<file path="src/sv/tof_pixel_depth_gate_colormap_unit_defines.svh">
// Assertion helpers for the depth/colormap block.
`ifndef TOF_PIXEL_DEPTH_GATE_COLORMAP_UNIT_DEFINES_SVH
`define TOF_PIXEL_DEPTH_GATE_COLORMAP_UNIT_DEFINES_SVH

// Check cons on every clock edge at which ante holds; quiet during reset.
`define TPDC_ASSERT_IMPLIES(lbl, ante, cons, msg) \
  lbl: assert property (@(posedge clk) disable iff (!rst_n) (ante) |-> (cons)) \
    else $error(msg);

// Check cond on every clock edge; quiet during reset.
`define TPDC_ASSERT_ALWAYS(lbl, cond, msg) \
  `TPDC_ASSERT_IMPLIES(lbl, 1'b1, cond, msg)

`endif

</file>
<file path="src/sv/tpdc_pkg.sv">
package tpdc_pkg;

  // Sensor and field widths
  localparam int PHASE_FULL_SCALE = 30000;
  localparam int SAMPLE_BITS      = 16;
  localparam int SAMPLE_W         = 16;
  localparam int DIST_W           = 15;
  localparam int COL_W            = 8;
  localparam int CFG_DATA_W       = 16;
  localparam int CFG_IDX_W        = 3;

  localparam logic [SAMPLE_W-1:0] SAMPLE_MASK =
    SAMPLE_W'((33'd1 << SAMPLE_BITS) - 33'd1);

  // range_mm * phase and the reciprocal division by the full scale
  localparam int PROD_W      = DIST_W + SAMPLE_W;
  localparam int FS_W        = 16;
  localparam int RECIP_SHIFT = 31;
  localparam int RECIP_W     = 32;
  localparam int EST_W       = PROD_W + RECIP_W;
  localparam int BACK_W      = PROD_W + FS_W;
  localparam logic [FS_W-1:0] FS_CONST = FS_W'(PHASE_FULL_SCALE);
  localparam logic [RECIP_W-1:0] PHASE_RECIP =
    RECIP_W'((64'd1 << RECIP_SHIFT) / PHASE_FULL_SCALE);

  // Color ramp
  localparam int RAMP_Q_W = 11;
  localparam int RAMP_N_W = DIST_W + RAMP_Q_W;
  localparam logic [RAMP_Q_W-1:0] RAMP_SPAN = 11'd1275;
  localparam logic [RAMP_Q_W-1:0] SEG_1     = 11'd255;
  localparam logic [RAMP_Q_W-1:0] SEG_2     = 11'd510;
  localparam logic [RAMP_Q_W-1:0] SEG_3     = 11'd765;
  localparam logic [RAMP_Q_W-1:0] SEG_4     = 11'd1020;
  localparam logic [COL_W-1:0]    COL_FULL  = 8'd255;

  // Queue between front and back
  localparam int QDEPTH = 4;
  localparam int QPTR_W = 2;

  typedef enum logic [CFG_IDX_W-1:0] {
    CFG_AMP_MIN   = 3'd0,
    CFG_AMP_MAX   = 3'd1,
    CFG_RANGE_MM  = 3'd2,
    CFG_DIST_MIN  = 3'd3,
    CFG_DIST_MAX  = 3'd4,
    CFG_COLOR_MIN = 3'd5,
    CFG_COLOR_MAX = 3'd6
  } cfg_idx_t;

  typedef enum logic [1:0] {
    CLS_BLACK,
    CLS_RED,
    CLS_MAGENTA,
    CLS_RAMP
  } color_cls_t;

  typedef struct packed {
    logic [SAMPLE_W-1:0] amplitude_min;
    logic [SAMPLE_W-1:0] amplitude_max;
    logic [DIST_W-1:0]   range_mm;
    logic [DIST_W-1:0]   distance_min;
    logic [DIST_W-1:0]   distance_max;
    logic [DIST_W-1:0]   color_min;
    logic [DIST_W-1:0]   color_max;
  } cfg_t;

  // Classified pixel handed from front to back
  typedef struct packed {
    logic              gate;
    logic [PROD_W-1:0] prod;
  } pix_t;

  typedef struct packed {
    logic              full;
    logic              empty;
    logic [QPTR_W:0]   count;
  } q_stat_t;

  // Gated distance and color class handed to the ramp stage
  typedef struct packed {
    logic [DIST_W-1:0] dist_mm;
    color_cls_t        cls;
    logic [DIST_W-1:0] offset;
    logic [DIST_W-1:0] span;
  } ramp_t;

endpackage

</file>
<file path="src/sv/tof_pixel_depth_gate_colormap_unit.sv">
// Time-of-flight pixel to depth and false color. Each transaction on the in_
// channel carries one raw pixel (phase, amplitude); each transaction on the out_
// channel returns its distance in millimeters (zero marks an invalid pixel) and
// an RGB color from a five-segment rainbow ramp between color_min and color_max,
// black for invalid pixels, red below the ramp or for an empty span, magenta
// above it. Results leave in input order, one per pixel. The block takes one
// pixel per clock and delivers one result per clock as long as out_ready stays
// high; an accepted pixel passes four distance stages (reciprocal multiply,
// back-multiply, correction, classify), one stage that scales the ramp offset by
// 1275, the eleven-stage restoring divider that places the pixel on the ramp,
// and the output register. A four-entry queue sits between the classifying
// front and the arithmetic back; when a waiting result stalls the back end, the
// queue keeps taking pixels until it holds four, then in_ready drops. Registers
// are written through the cfg_ channel, which is always ready; write them only
// while no pixel is in flight.
module tof_pixel_depth_gate_colormap_unit
  import tpdc_pkg::*;
(
  input  logic                  clk,
  input  logic                  rst_n,
  // pixel input
  input  logic                  in_valid,
  output logic                  in_ready,
  input  logic [SAMPLE_W-1:0]   in_phase,
  input  logic [SAMPLE_W-1:0]   in_amplitude,
  // result output
  output logic                  out_valid,
  input  logic                  out_ready,
  output logic [DIST_W-1:0]     out_distance_mm,
  output logic [COL_W-1:0]      out_red,
  output logic [COL_W-1:0]      out_green,
  output logic [COL_W-1:0]      out_blue,
  // register writes
  input  logic                  cfg_valid,
  output logic                  cfg_ready,
  input  logic [CFG_IDX_W-1:0]  cfg_index,
  input  logic [CFG_DATA_W-1:0] cfg_wdata
);

`include "tof_pixel_depth_gate_colormap_unit_defines.svh"

  cfg_t    cfg_r, cfg_nxt;
  q_stat_t q_stat;
  logic    push;
  pix_t    push_data;
  logic    pop;
  pix_t    pop_data;
  logic    back_en;
  logic    ramp_valid;
  ramp_t   ramp_data;

  // Register file: ignore writes to unused indexes, keep each register's width
  assign cfg_ready = 1'b1;

  always_comb begin
    cfg_nxt = cfg_r;
    if (cfg_valid && cfg_ready) begin
      unique case (cfg_index)
        CFG_AMP_MIN:   cfg_nxt.amplitude_min = cfg_wdata;
        CFG_AMP_MAX:   cfg_nxt.amplitude_max = cfg_wdata;
        CFG_RANGE_MM:  cfg_nxt.range_mm      = cfg_wdata[DIST_W-1:0];
        CFG_DIST_MIN:  cfg_nxt.distance_min  = cfg_wdata[DIST_W-1:0];
        CFG_DIST_MAX:  cfg_nxt.distance_max  = cfg_wdata[DIST_W-1:0];
        CFG_COLOR_MIN: cfg_nxt.color_min     = cfg_wdata[DIST_W-1:0];
        CFG_COLOR_MAX: cfg_nxt.color_max     = cfg_wdata[DIST_W-1:0];
        default: ;
      endcase
    end
  end

  always_ff @(posedge clk) begin
    if (!rst_n) begin
      cfg_r.amplitude_min <= 16'd50;
      cfg_r.amplitude_max <= 16'd60000;
      cfg_r.range_mm      <= 15'd12500;
      cfg_r.distance_min  <= 15'd300;
      cfg_r.distance_max  <= 15'd12500;
      cfg_r.color_min     <= 15'd0;
      cfg_r.color_max     <= 15'd15000;
    end else begin
      cfg_r <= cfg_nxt;
    end
  end

  // Front: gate the pixel on amplitude and phase, form range_mm * phase
  tpdc_front u_front (
    .in_valid     (in_valid),
    .in_ready     (in_ready),
    .in_phase     (in_phase),
    .in_amplitude (in_amplitude),
    .cfg          (cfg_r),
    .q_stat       (q_stat),
    .push         (push),
    .push_data    (push_data)
  );

  // Hold classified pixels while the back end stalls
  tpdc_queue u_queue (
    .clk       (clk),
    .rst_n     (rst_n),
    .push      (push),
    .push_data (push_data),
    .pop       (pop),
    .pop_data  (pop_data),
    .q_stat    (q_stat)
  );

  // Back, first half: divide by the full scale, gate on the distance window,
  // pick the color class
  tpdc_depth u_depth (
    .clk       (clk),
    .rst_n     (rst_n),
    .en        (back_en),
    .avail     (!q_stat.empty),
    .pix       (pop_data),
    .cfg       (cfg_r),
    .pop       (pop),
    .out_valid (ramp_valid),
    .out_data  (ramp_data)
  );

  // Back, second half: place the distance on the ramp, drive the output register;
  // the whole back end advances whenever that register is free or being drained
  tpdc_ramp u_ramp (
    .clk             (clk),
    .rst_n           (rst_n),
    .in_valid        (ramp_valid),
    .in_data         (ramp_data),
    .en              (back_en),
    .out_valid       (out_valid),
    .out_ready       (out_ready),
    .out_distance_mm (out_distance_mm),
    .out_red         (out_red),
    .out_green       (out_green),
    .out_blue        (out_blue)
  );

  // An invalid pixel must come out black
  `TPDC_ASSERT_IMPLIES(a_invalid_is_black, out_valid && out_distance_mm == '0, out_red == '0 && out_green == '0 && out_blue == '0, "invalid pixel not black")
  // A valid distance must lie inside the distance window
  `TPDC_ASSERT_IMPLIES(a_dist_in_window, out_valid && out_distance_mm != '0, out_distance_mm >= cfg_r.distance_min && out_distance_mm <= cfg_r.distance_max, "distance outside window")
  // The queue never holds more than its depth
  `TPDC_ASSERT_ALWAYS(a_queue_bound, q_stat.count <= (QPTR_W+1)'(QDEPTH), "queue overflow")

endmodule

</file>
<file path="src/sv/tpdc_queue.sv">
module tpdc_queue
  import tpdc_pkg::*;
(
  input  logic    clk,
  input  logic    rst_n,
  input  logic    push,
  input  pix_t    push_data,
  input  logic    pop,
  output pix_t    pop_data,
  output q_stat_t q_stat
);

  pix_t              mem_r [QDEPTH];
  logic [QPTR_W-1:0] wr_ptr_r, wr_ptr_nxt;
  logic [QPTR_W-1:0] rd_ptr_r, rd_ptr_nxt;
  logic [QPTR_W:0]   count_r, count_nxt;

  always_comb begin
    wr_ptr_nxt = push ? wr_ptr_r + 1'b1 : wr_ptr_r;
    rd_ptr_nxt = pop ? rd_ptr_r + 1'b1 : rd_ptr_r;
    count_nxt  = count_r + (QPTR_W+1)'(push) - (QPTR_W+1)'(pop);
  end

  always_ff @(posedge clk) begin
    if (!rst_n) begin
      wr_ptr_r <= '0;
      rd_ptr_r <= '0;
      count_r  <= '0;
    end else begin
      wr_ptr_r <= wr_ptr_nxt;
      rd_ptr_r <= rd_ptr_nxt;
      count_r  <= count_nxt;
    end
  end

  always_ff @(posedge clk) begin
    if (push) begin
      mem_r[wr_ptr_r] <= push_data;
    end
  end

  assign pop_data     = mem_r[rd_ptr_r];
  assign q_stat.count = count_r;
  assign q_stat.full  = (count_r == (QPTR_W+1)'(QDEPTH));
  assign q_stat.empty = (count_r == '0);

endmodule

</file>
<file path="src/sv/tpdc_front.sv">
module tpdc_front
  import tpdc_pkg::*;
(
  input  logic                in_valid,
  output logic                in_ready,
  input  logic [SAMPLE_W-1:0] in_phase,
  input  logic [SAMPLE_W-1:0] in_amplitude,
  input  cfg_t                cfg,
  input  q_stat_t             q_stat,
  output logic                push,
  output pix_t                push_data
);

  logic [SAMPLE_W-1:0] phase_m;
  logic [SAMPLE_W-1:0] amp_m;

  always_comb begin
    phase_m = in_phase & SAMPLE_MASK;
    amp_m   = in_amplitude & SAMPLE_MASK;
    // Mark pixels that are too weak, saturated, or carry no phase as invalid
    push_data.gate = (amp_m >= cfg.amplitude_min) && (amp_m <= cfg.amplitude_max) &&
                     (phase_m != '0);
    push_data.prod = PROD_W'(cfg.range_mm) * PROD_W'(phase_m);
  end

  assign in_ready = !q_stat.full;
  assign push     = in_valid && in_ready;

endmodule

</file>
<file path="src/sv/tpdc_depth.sv">
module tpdc_depth
  import tpdc_pkg::*;
(
  input  logic  clk,
  input  logic  rst_n,
  input  logic  en,
  input  logic  avail,
  input  pix_t  pix,
  input  cfg_t  cfg,
  output logic  pop,
  output logic  out_valid,
  output ramp_t out_data
);

  // Stage 1: product times reciprocal of the full scale
  logic              v1_r;
  logic              gate1_r;
  logic [PROD_W-1:0] prod1_r;
  logic [EST_W-1:0]  est1_r;
  // Stage 2: estimated quotient and its back-product
  logic              v2_r;
  logic              gate2_r;
  logic [PROD_W-1:0] prod2_r;
  logic [PROD_W-1:0] quo2_r;
  logic [PROD_W-1:0] back2_r;
  logic [PROD_W-1:0] quo2_nxt;
  logic [BACK_W-1:0] back2_full;
  // Stage 3: corrected and gated distance
  logic              v3_r;
  logic [DIST_W-1:0] dist3_r, dist3_nxt;
  logic [PROD_W-1:0] rem3;
  logic [PROD_W-1:0] dist3_full;
  // Stage 4: color class
  logic              v4_r;
  ramp_t             ramp4_r, ramp4_nxt;

  assign pop = en && avail;

  always_comb begin
    quo2_nxt   = est1_r[RECIP_SHIFT +: PROD_W];
    back2_full = BACK_W'(quo2_nxt) * BACK_W'(FS_CONST);

    // The estimate is low by at most one: fix it with one compare
    rem3       = prod2_r - back2_r;
    dist3_full = quo2_r + PROD_W'(rem3 >= PROD_W'(FS_CONST));
    if (gate2_r && (dist3_full >= PROD_W'(cfg.distance_min)) &&
        (dist3_full <= PROD_W'(cfg.distance_max))) begin
      dist3_nxt = dist3_full[DIST_W-1:0];
    end else begin
      dist3_nxt = '0;
    end

    ramp4_nxt.dist_mm = dist3_r;
    ramp4_nxt.offset  = dist3_r - cfg.color_min;
    ramp4_nxt.span    = cfg.color_max - cfg.color_min;
    if (dist3_r == '0) begin
      ramp4_nxt.cls = CLS_BLACK;
    end else if (dist3_r < cfg.color_min) begin
      ramp4_nxt.cls = CLS_RED;
    end else if (dist3_r > cfg.color_max) begin
      ramp4_nxt.cls = CLS_MAGENTA;
    end else if (cfg.color_max == cfg.color_min) begin
      ramp4_nxt.cls = CLS_RED;
    end else begin
      ramp4_nxt.cls = CLS_RAMP;
    end
  end

  always_ff @(posedge clk) begin
    if (!rst_n) begin
      v1_r <= 1'b0;
      v2_r <= 1'b0;
      v3_r <= 1'b0;
      v4_r <= 1'b0;
    end else if (en) begin
      v1_r <= avail;
      v2_r <= v1_r;
      v3_r <= v2_r;
      v4_r <= v3_r;
    end
  end

  always_ff @(posedge clk) begin
    if (en) begin
      gate1_r <= pix.gate;
      prod1_r <= pix.prod;
      est1_r  <= EST_W'(pix.prod) * EST_W'(PHASE_RECIP);
      gate2_r <= gate1_r;
      prod2_r <= prod1_r;
      quo2_r  <= quo2_nxt;
      back2_r <= back2_full[PROD_W-1:0];
      dist3_r <= dist3_nxt;
      ramp4_r <= ramp4_nxt;
    end
  end

  assign out_valid = v4_r;
  assign out_data  = ramp4_r;

endmodule

</file>
<file path="src/sv/tpdc_ramp.sv">
module tpdc_ramp
  import tpdc_pkg::*;
(
  input  logic              clk,
  input  logic              rst_n,
  input  logic              in_valid,
  input  ramp_t             in_data,
  output logic              en,
  output logic              out_valid,
  input  logic              out_ready,
  output logic [DIST_W-1:0] out_distance_mm,
  output logic [COL_W-1:0]  out_red,
  output logic [COL_W-1:0]  out_green,
  output logic [COL_W-1:0]  out_blue
);

  // Stage 0 holds offset*1275; stage k resolves quotient bit RAMP_Q_W-k
  logic                st_v_r    [0:RAMP_Q_W];
  logic [RAMP_N_W-1:0] st_rem_r  [0:RAMP_Q_W];
  logic [RAMP_N_W-1:0] st_rem_nxt[0:RAMP_Q_W];
  logic [RAMP_Q_W-1:0] st_quo_r  [0:RAMP_Q_W];
  logic [RAMP_Q_W-1:0] st_quo_nxt[0:RAMP_Q_W];
  logic [DIST_W-1:0]   st_span_r [0:RAMP_Q_W];
  logic [DIST_W-1:0]   st_dist_r [0:RAMP_Q_W];
  color_cls_t          st_cls_r  [0:RAMP_Q_W];

  logic                out_valid_r;
  logic [DIST_W-1:0]   dist_r;
  logic [COL_W-1:0]    red_r, red_nxt;
  logic [COL_W-1:0]    green_r, green_nxt;
  logic [COL_W-1:0]    blue_r, blue_nxt;
  logic [RAMP_Q_W-1:0] q;

  assign en = !out_valid_r || out_ready;

  always_comb begin
    logic [RAMP_N_W-1:0] trial;
    trial         = '0;
    st_rem_nxt[0] = RAMP_N_W'(in_data.offset) * RAMP_N_W'(RAMP_SPAN);
    st_quo_nxt[0] = '0;
    for (int k = 1; k <= RAMP_Q_W; k++) begin
      trial = RAMP_N_W'(st_span_r[k-1]) << (RAMP_Q_W - k);
      if (st_rem_r[k-1] >= trial) begin
        st_rem_nxt[k] = st_rem_r[k-1] - trial;
        st_quo_nxt[k] = {st_quo_r[k-1][RAMP_Q_W-2:0], 1'b1};
      end else begin
        st_rem_nxt[k] = st_rem_r[k-1];
        st_quo_nxt[k] = {st_quo_r[k-1][RAMP_Q_W-2:0], 1'b0};
      end
    end
  end

  always_comb begin
    q = st_quo_r[RAMP_Q_W];
    case (st_cls_r[RAMP_Q_W])
      CLS_BLACK: begin
        red_nxt = '0;       green_nxt = '0;       blue_nxt = '0;
      end
      CLS_RED: begin
        red_nxt = COL_FULL; green_nxt = '0;       blue_nxt = '0;
      end
      CLS_MAGENTA: begin
        red_nxt = COL_FULL; green_nxt = '0;       blue_nxt = COL_FULL;
      end
      default: begin
        if (q > SEG_4) begin
          red_nxt = COL_W'(q - SEG_4);  green_nxt = '0;       blue_nxt = COL_FULL;
        end else if (q > SEG_3) begin
          red_nxt = '0;  green_nxt = COL_W'(SEG_4 - q);       blue_nxt = COL_FULL;
        end else if (q > SEG_2) begin
          red_nxt = '0;  green_nxt = COL_FULL;  blue_nxt = COL_W'(q - SEG_2);
        end else if (q > SEG_1) begin
          red_nxt = COL_W'(SEG_2 - q);  green_nxt = COL_FULL; blue_nxt = '0;
        end else begin
          red_nxt = COL_FULL;  green_nxt = COL_W'(q);         blue_nxt = '0;
        end
      end
    endcase
  end

  always_ff @(posedge clk) begin
    if (!rst_n) begin
      for (int k = 0; k <= RAMP_Q_W; k++) begin
        st_v_r[k] <= 1'b0;
      end
      out_valid_r <= 1'b0;
    end else if (en) begin
      st_v_r[0] <= in_valid;
      for (int k = 1; k <= RAMP_Q_W; k++) begin
        st_v_r[k] <= st_v_r[k-1];
      end
      out_valid_r <= st_v_r[RAMP_Q_W];
    end
  end

  always_ff @(posedge clk) begin
    if (en) begin
      st_rem_r[0]  <= st_rem_nxt[0];
      st_quo_r[0]  <= st_quo_nxt[0];
      st_span_r[0] <= in_data.span;
      st_dist_r[0] <= in_data.dist_mm;
      st_cls_r[0]  <= in_data.cls;
      for (int k = 1; k <= RAMP_Q_W; k++) begin
        st_rem_r[k]  <= st_rem_nxt[k];
        st_quo_r[k]  <= st_quo_nxt[k];
        st_span_r[k] <= st_span_r[k-1];
        st_dist_r[k] <= st_dist_r[k-1];
        st_cls_r[k]  <= st_cls_r[k-1];
      end
      dist_r  <= st_dist_r[RAMP_Q_W];
      red_r   <= red_nxt;
      green_r <= green_nxt;
      blue_r  <= blue_nxt;
    end
  end

  assign out_valid       = out_valid_r;
  assign out_distance_mm = dist_r;
  assign out_red         = red_r;
  assign out_green       = green_r;
  assign out_blue        = blue_r;

endmodule

</file>
<file path="config.mk">
export PLATFORM = sky130hd
export DESIGN_NAME = tof_pixel_depth_gate_colormap_unit
export DESIGN_NICKNAME = d
export VERILOG_FILES = /design/src/sv/tpdc_pkg.sv /design/src/sv/tof_pixel_depth_gate_colormap_unit.sv /design/src/sv/tpdc_queue.sv /design/src/sv/tpdc_front.sv /design/src/sv/tpdc_depth.sv /design/src/sv/tpdc_ramp.sv
export VERILOG_INCLUDE_DIRS = /design/src /design/src/sv
export SDC_FILE = /design/constraint.sdc
export NUM_CORES = 2
export LEC_CHECK = 0
export ABC_CLOCK_PERIOD_IN_PS = 89900
export BUFFER_PORTS_ARGS = -buffer_cell sky130_fd_sc_hd__clkbuf_2
export CAP_MARGIN = 20
export CORE_MARGIN = 2
export CORE_UTILIZATION = 46
export CTS_CLUSTER_DIAMETER = 80
export CTS_CLUSTER_SIZE = 24
export DETAILED_ROUTE_END_ITERATION = 16
export PLACE_DENSITY = 0.72
export SYNTH_ARGS = -nofsm -noshare
export SYNTH_HDL_FRONTEND = slang
export SYNTH_SLANG_ARGS = --single-unit
</file>
<file path="constraint.sdc">
create_clock -name clk -period 89.9 [get_ports clk]
set_input_delay 17.98 -clock clk [delete_from_list [all_inputs] [get_ports clk]]
set_output_delay 17.98 -clock clk [all_outputs]
set_load 0.01 [all_outputs]
</file>
Word level (Yosys, flattened, before mapping):

Memories as Yosys holds them, arrays and structs flattened. A register that Yosys moved wholly into a read port is not among the register bits.
Cells that the tools add are included.

* add/subtract/negate cells: 23
* multipliers: 4
* bitwise gates (word level): 12
* reductions and logical operators: 27
* mux-type cells: 58
* magnitude comparators: 22
* equality and inequality tests: 10

Operators by type and width (count)
* 26-bit 2-to-1 mux: 11
* 8-bit 2-to-1 mux: 10
* 31-bit by 16-bit multiplier with 47-bit output (second input constant): 1
* 8-bit one-hot mux with 2 select lines: 2
* 31-bit by 15-bit >= comparator with 1-bit output: 1
* 31-bit by 15-bit >= comparator with 1-bit output (second input constant): 1
* 31-bit by 15-bit <= comparator with 1-bit output: 1
* 15-bit by 16-bit multiplier with 31-bit output: 1
* 1-bit 2-to-1 mux: 31
* 31-bit subtractor: 1
* 15-bit subtractor: 2
* 17-bit by 11-bit multiplier with 27-bit output (second input constant): 1
* 26-bit by 15-bit >= comparator with 1-bit output: 1
* 26-bit by 16-bit >= comparator with 1-bit output: 1
* 26-bit by 17-bit >= comparator with 1-bit output: 1
* 26-bit by 18-bit >= comparator with 1-bit output: 1
* 26-bit by 19-bit >= comparator with 1-bit output: 1
* 26-bit by 20-bit >= comparator with 1-bit output: 1
* 26-bit by 21-bit >= comparator with 1-bit output: 1
* 26-bit by 22-bit >= comparator with 1-bit output: 1
* 26-bit by 23-bit >= comparator with 1-bit output: 1
* 26-bit by 24-bit >= comparator with 1-bit output: 1
* 26-bit by 25-bit >= comparator with 1-bit output: 1
* 15-bit by 11-bit multiplier with 26-bit output (second input constant): 1
* 42 further kinds: 81

* bits in registers: 359
* RAM bits: 968
* memories kept: 7

Memory list
* u_ramp.st_rem_r: words 12, width 26, read ports 11, clocked after memory_dff 0, write ports 12, RTL line tpdc_ramp.sv:19 `logic [RAMP_N_W-1:0] st_rem_r [0:RAMP_Q_W];`
* u_ramp.st_dist_r: words 12, width 15, read ports 12, clocked after memory_dff 1, write ports 12, RTL line tpdc_ramp.sv:24 `logic [DIST_W-1:0] st_dist_r [0:RAMP_Q_W];`
* u_ramp.st_span_r: words 12, width 15, read ports 11, clocked after memory_dff 0, write ports 12, RTL line tpdc_ramp.sv:23 `logic [DIST_W-1:0] st_span_r [0:RAMP_Q_W];`
* u_ramp.st_quo_r: words 12, width 11, read ports 12, clocked after memory_dff 0, write ports 12, RTL line tpdc_ramp.sv:21 `logic [RAMP_Q_W-1:0] st_quo_r [0:RAMP_Q_W];`
* u_queue.mem_r: words 4, width 32, read ports 1, clocked after memory_dff 1, write ports 1, RTL line tpdc_queue.sv:13 `pix_t mem_r [QDEPTH];`
* u_ramp.st_cls_r: words 12, width 2, read ports 12, clocked after memory_dff 0, write ports 12, RTL line tpdc_ramp.sv:25 `color_cls_t st_cls_r [0:RAMP_Q_W];`
* 1 more memories

Depth between registers and ports, before layout:

An unclocked memory read counts as a cell.

* word-level depth: 7
* gate-level depth with buffers: 30
* depth with buffers taken out: 29

Modules after synthesis:

From an unflattened synthesis, not the netlist that was laid out.

* cells, all modules: 6624
* area, all modules: 78331.4 um2

Modules (own cells, without submodules)
* tpdc_ramp: times used 1, cells each 3080, area each 39126.3 um2
* tpdc_depth: times used 1, cells each 1905, area each 21106.5 um2
* tpdc_front: times used 1, cells each 1034, area each 8876.0 um2
* tpdc_queue: times used 1, cells each 210, area each 5101.1 um2
* tof_pixel_depth_gate_colormap_unit: times used 1, cells each 395, area each 4121.5 um2

Worst setup path before layout:

No wires, ideal clock.

* kind: input-to-reg
* start point: in out_ready
* end point: mem u_ramp.st_v_r[9] (data pin)
* data required time: 89.602 ns
* slack: 43.991 ns
* cell stages on the path: 5
* library setup time: 0.298 ns
* data arrival time: 45.611 ns
* cells stage by stage: nor2b_1 > clkbuf_1 > inv_1 > clkbuf_1 > and3_1

RTL lines
* start: declaration: RTL line tof_pixel_depth_gate_colormap_unit.sv:28 `input logic out_ready,`
* end: declaration: RTL line tpdc_ramp.sv:18 `logic st_v_r [0:RAMP_Q_W];`

==> metrics.md <==
| Metric | Value |
|---|---|
| Outcome | completed |
| # IOs | 98 |
| Synth Cell Area | 76200 µm² |
| Number of global-route vias before repair | 47500 |
| Setup bufs post-CTS | 0 |
| Layout area overhead | 7.22% |
| Max cap viols | 0 |
| Post-CTS sizing | 0 |
| CTS Buffer Depth | 3 |
| Via count | 46700 |
| Worst slack, placed | 65.03 ns |
| Sequential share of the synthesized area | 45.5% |
| Synth area leaders | edfxtp_1 (42%), fa_1 (14%), ha_1 (12%), inv_1 (4.5%), dfxtp_1 (3.4%) |
| Required time worst endpoint | 90.39 ns |
| Avg Cell Area, Syn | 11.9 µm² |
| CTS Buf Count | 75 |
| Setup Skew | 0.0459 ns |
| FFs w/ async S/R, synth | 0% |
| Tot GR Track Use | 18.1% |
| Via density | 5.34 |
| First drt pass iteration count | 6 |
| CTS H-tree depth | 3 |
| Fill count | 14300 |
| WS Path Type | input pin to flop |
| Placed inst area | 79200 µm² |
| Design Area, Final | 81700 µm² |
| Crit-path max FO | 16 |
| Crit end category | flop |
| Class of the worst hold path | flop to flop |
| Footprint of the multi-input gates | 37500 µm² |
| Antenna-violating nets left | 0 |
| Hold slack | 0.391 ns |
| Slack of the critical path | 65.71 ns |
| Placeable Area | 165000 µm² |
| Grt ovf | 0 |
| Cell Rows | 149 |
| Syn_nets | 7752 |
| Diode count | 0 |
| DRC viols | 0 |
| Fmax | 41.3 MHz |
| Measured slew at the worst slew-check pin | 1.11 ns |
| Worst path arrival time | 24.68 ns |
| NumNets Final | 7824 |
| Clock transition at path regs | 0.09 ns |
| Most numerous cell in the Yosys netlist | edfxtp_1 |
| Post-DP HPWL | 116000 µm |
| Clock period minus worst slack | 24.19 ns |
| Max transition margin | 26.2% |
| Top post-synthesis cells by count | edfxtp_1 (1069), inv_1 (921), ha_1 (742) |
| CTS sink cnt | 1199 |
| Number of synthesized flops with an enable pin | 1069 |
| Unrepaired setup endpoints after global routing | false |
| Yosys reg bits | 1199 |
| Routed WL per cell | 17.4 µm |
| Initial Utilization | 46.2% |
| # port buffers | 96 |
| Largest net degree at the start of global routing | 200 |
| Die area | 169000 µm² |
| Worst skew pair latency | 0.71 ns |
| CTS Hold Bufs | 0 |
| Die boundary width | 411 µm |
| Layout cells sized above 1 | 5.45% |
| TritonCTS clock tree | yes |
| Slew Limit Fails | 0 |
| Routed wire length | 152000 µm |
| Die Ht | 411 µm |
| Sequential Area | 34700 µm² |
| Final setup TNS | 0 ns |
| Netlist cell types | 88 |
| Root buf cell | clkbuf_16 |
| Yosys synthesis warning count | 0 |
| DR iter-0 viols | 3438 |
| Final hold vios | 0 |
| First-pass GRT wire length | 247000 µm |
| Setup crit start kind | input pin |
| Main flop type after synthesis | edfxtp_1 |
| Leading area contributor after synthesis | edfxtp_1 |
| Initial antenna violation count | 0 |
| Setup violators final | 0 |
| GP Congestion | 0.925 |
| Syn Inst Count | 6429 |
| Tcrit/Tclk final | 26.9% |
| Yosys top cell area share | 42.1% |
==> sequential cells by signal, indices dropped and copies added (netlist names), 12 cells and up, named ones only <==
register                count
cfg_r                     107
u_depth.back2_r            27
u_depth.dist3_r            15
u_depth.est1_r             17
u_depth.out_data           47
u_depth.prod1_r            27
u_depth.prod2_r            27
u_depth.quo2_r             16
u_queue.mem_r             128
u_ramp.out_distance_mm     15
u_ramp.st_cls_r            24
u_ramp.st_dist_r          180
u_ramp.st_quo_r            66
u_ramp.st_rem_r           286
u_ramp.st_span_r          165
u_ramp.st_v_r              12
==> cell usage in the layout, fill, tap and decap left out, drive strengths merged, types with 11 or more instances in the layout <==
cell / synthesis / routed
and2: 138 / 138
a31oi: 25 / 25
o211ai: 48 / 48
nand2: 565 / 565
a21o: 118 / 118
clkbuf: 114 / 180
clkinv: 0 / 12
xor2: 114 / 114
or4: 14 / 14
mux2: 31 / 31
nor4b: 16 / 16
and3: 32 / 32
o21ai: 180 / 180
a21oi: 295 / 295
o31ai: 22 / 22
edfxtp: 1069 / 1069
nor4: 41 / 41
fa: 525 / 525
mux4: 32 / 32
a211oi: 30 / 30
nor3: 76 / 76
o21bai: 21 / 21
buf: 20 / 34
a211o: 12 / 12
a21boi: 116 / 116
nand2b: 42 / 42
ha: 742 / 742
o21a: 47 / 47
nand3: 77 / 77
nor2b: 60 / 60
xnor2: 184 / 184
nand4: 55 / 55
dfxtp: 130 / 130
or3: 35 / 35
inv: 921 / 946
or2: 14 / 14
nor2: 314 / 314
a311oi: 12 / 12
o2111ai: 11 / 11
==> cell families (layout without fill, tap and decap cells) <==
logic type	count (synthesis)	count (layout)	synth area share [%]
mux	71	71	1.51
fa+ha+maj	1267	1267	26.0
flops	1199	1199	45.5
xor+xnor	298	298	3.43
simple gates	1523	1523	9.58
other cells	1	1	0.00492
buf+inv	1055	1178	5.26
compound gates	1015	1015	8.71
==> area by class of cell <==
cell class                 count  area share, %
multi-input combinational   4175           45.9
sequential                  1199           42.5
inverter                     921           4.24
clock buffer                  85           2.34
clock inverter                43          0.749
tap                         2189           3.35
timing repair buffer         129          0.926
==> critical path, stage by stage <==
cell,delay [ns]
clkbuf_2,0.32
nand2_1,0.14
fa_1,0.55
inv_1,0.06
fa_1,0.53
inv_1,0.05
fa_1,0.50
inv_1,0.05
fa_1,0.46
fa_1,0.51
fa_1,0.49
ha_1,0.38
a2111oi_0,0.48
a21oi_1,0.21
o31ai_1,0.63
o2111ai_1,0.23
a21oi_1,0.34
o21ai_0,0.26
a41oi_1,0.30
xnor2_1,0.21
==> per-layer routing <==
layer / track usage (%) / wire length [µm] / vias up / part of all wire, %
met1: 24.2 / 66900 / 22900 / 44
li1: - / - / 22400 / -
met3: 2.24 / 6430 / 265 / 4.2
met5: 0 / 0 / - / 0
met4: 5.49 / 4700 / 0 / 3.1
met2: 30.9 / 73800 / 1116 / 49
==> per-stage QoR <==
stage / utilization, % / cells
floorplan: - / 6429
global placement: 48.0 / 8612
detailed placement: 48.0 / 8612
CTS: 49.6 / 8740
global route: 49.6 / 8741
finish: 49.6 / 8741
==> path summary, 6_finish.rpt <==
check	from	cells after the start	endpoint	slack [ns]
setup / recovery	in_phase[6]	20	u_queue.mem_r[1][28]	65.71
hold / removal	u_depth.out_data[9]	0	u_ramp.st_span_r[0][9]	0.39
setup reg to reg	flop	21	u_depth.est1_r[47]	81.81
hold reg to reg	u_depth.out_data[9]	0	u_ramp.st_span_r[0][9]	0.39
Power is not shown: default switching activity piles up to over one toggle a cycle in this logic, so the estimate is an artifact.
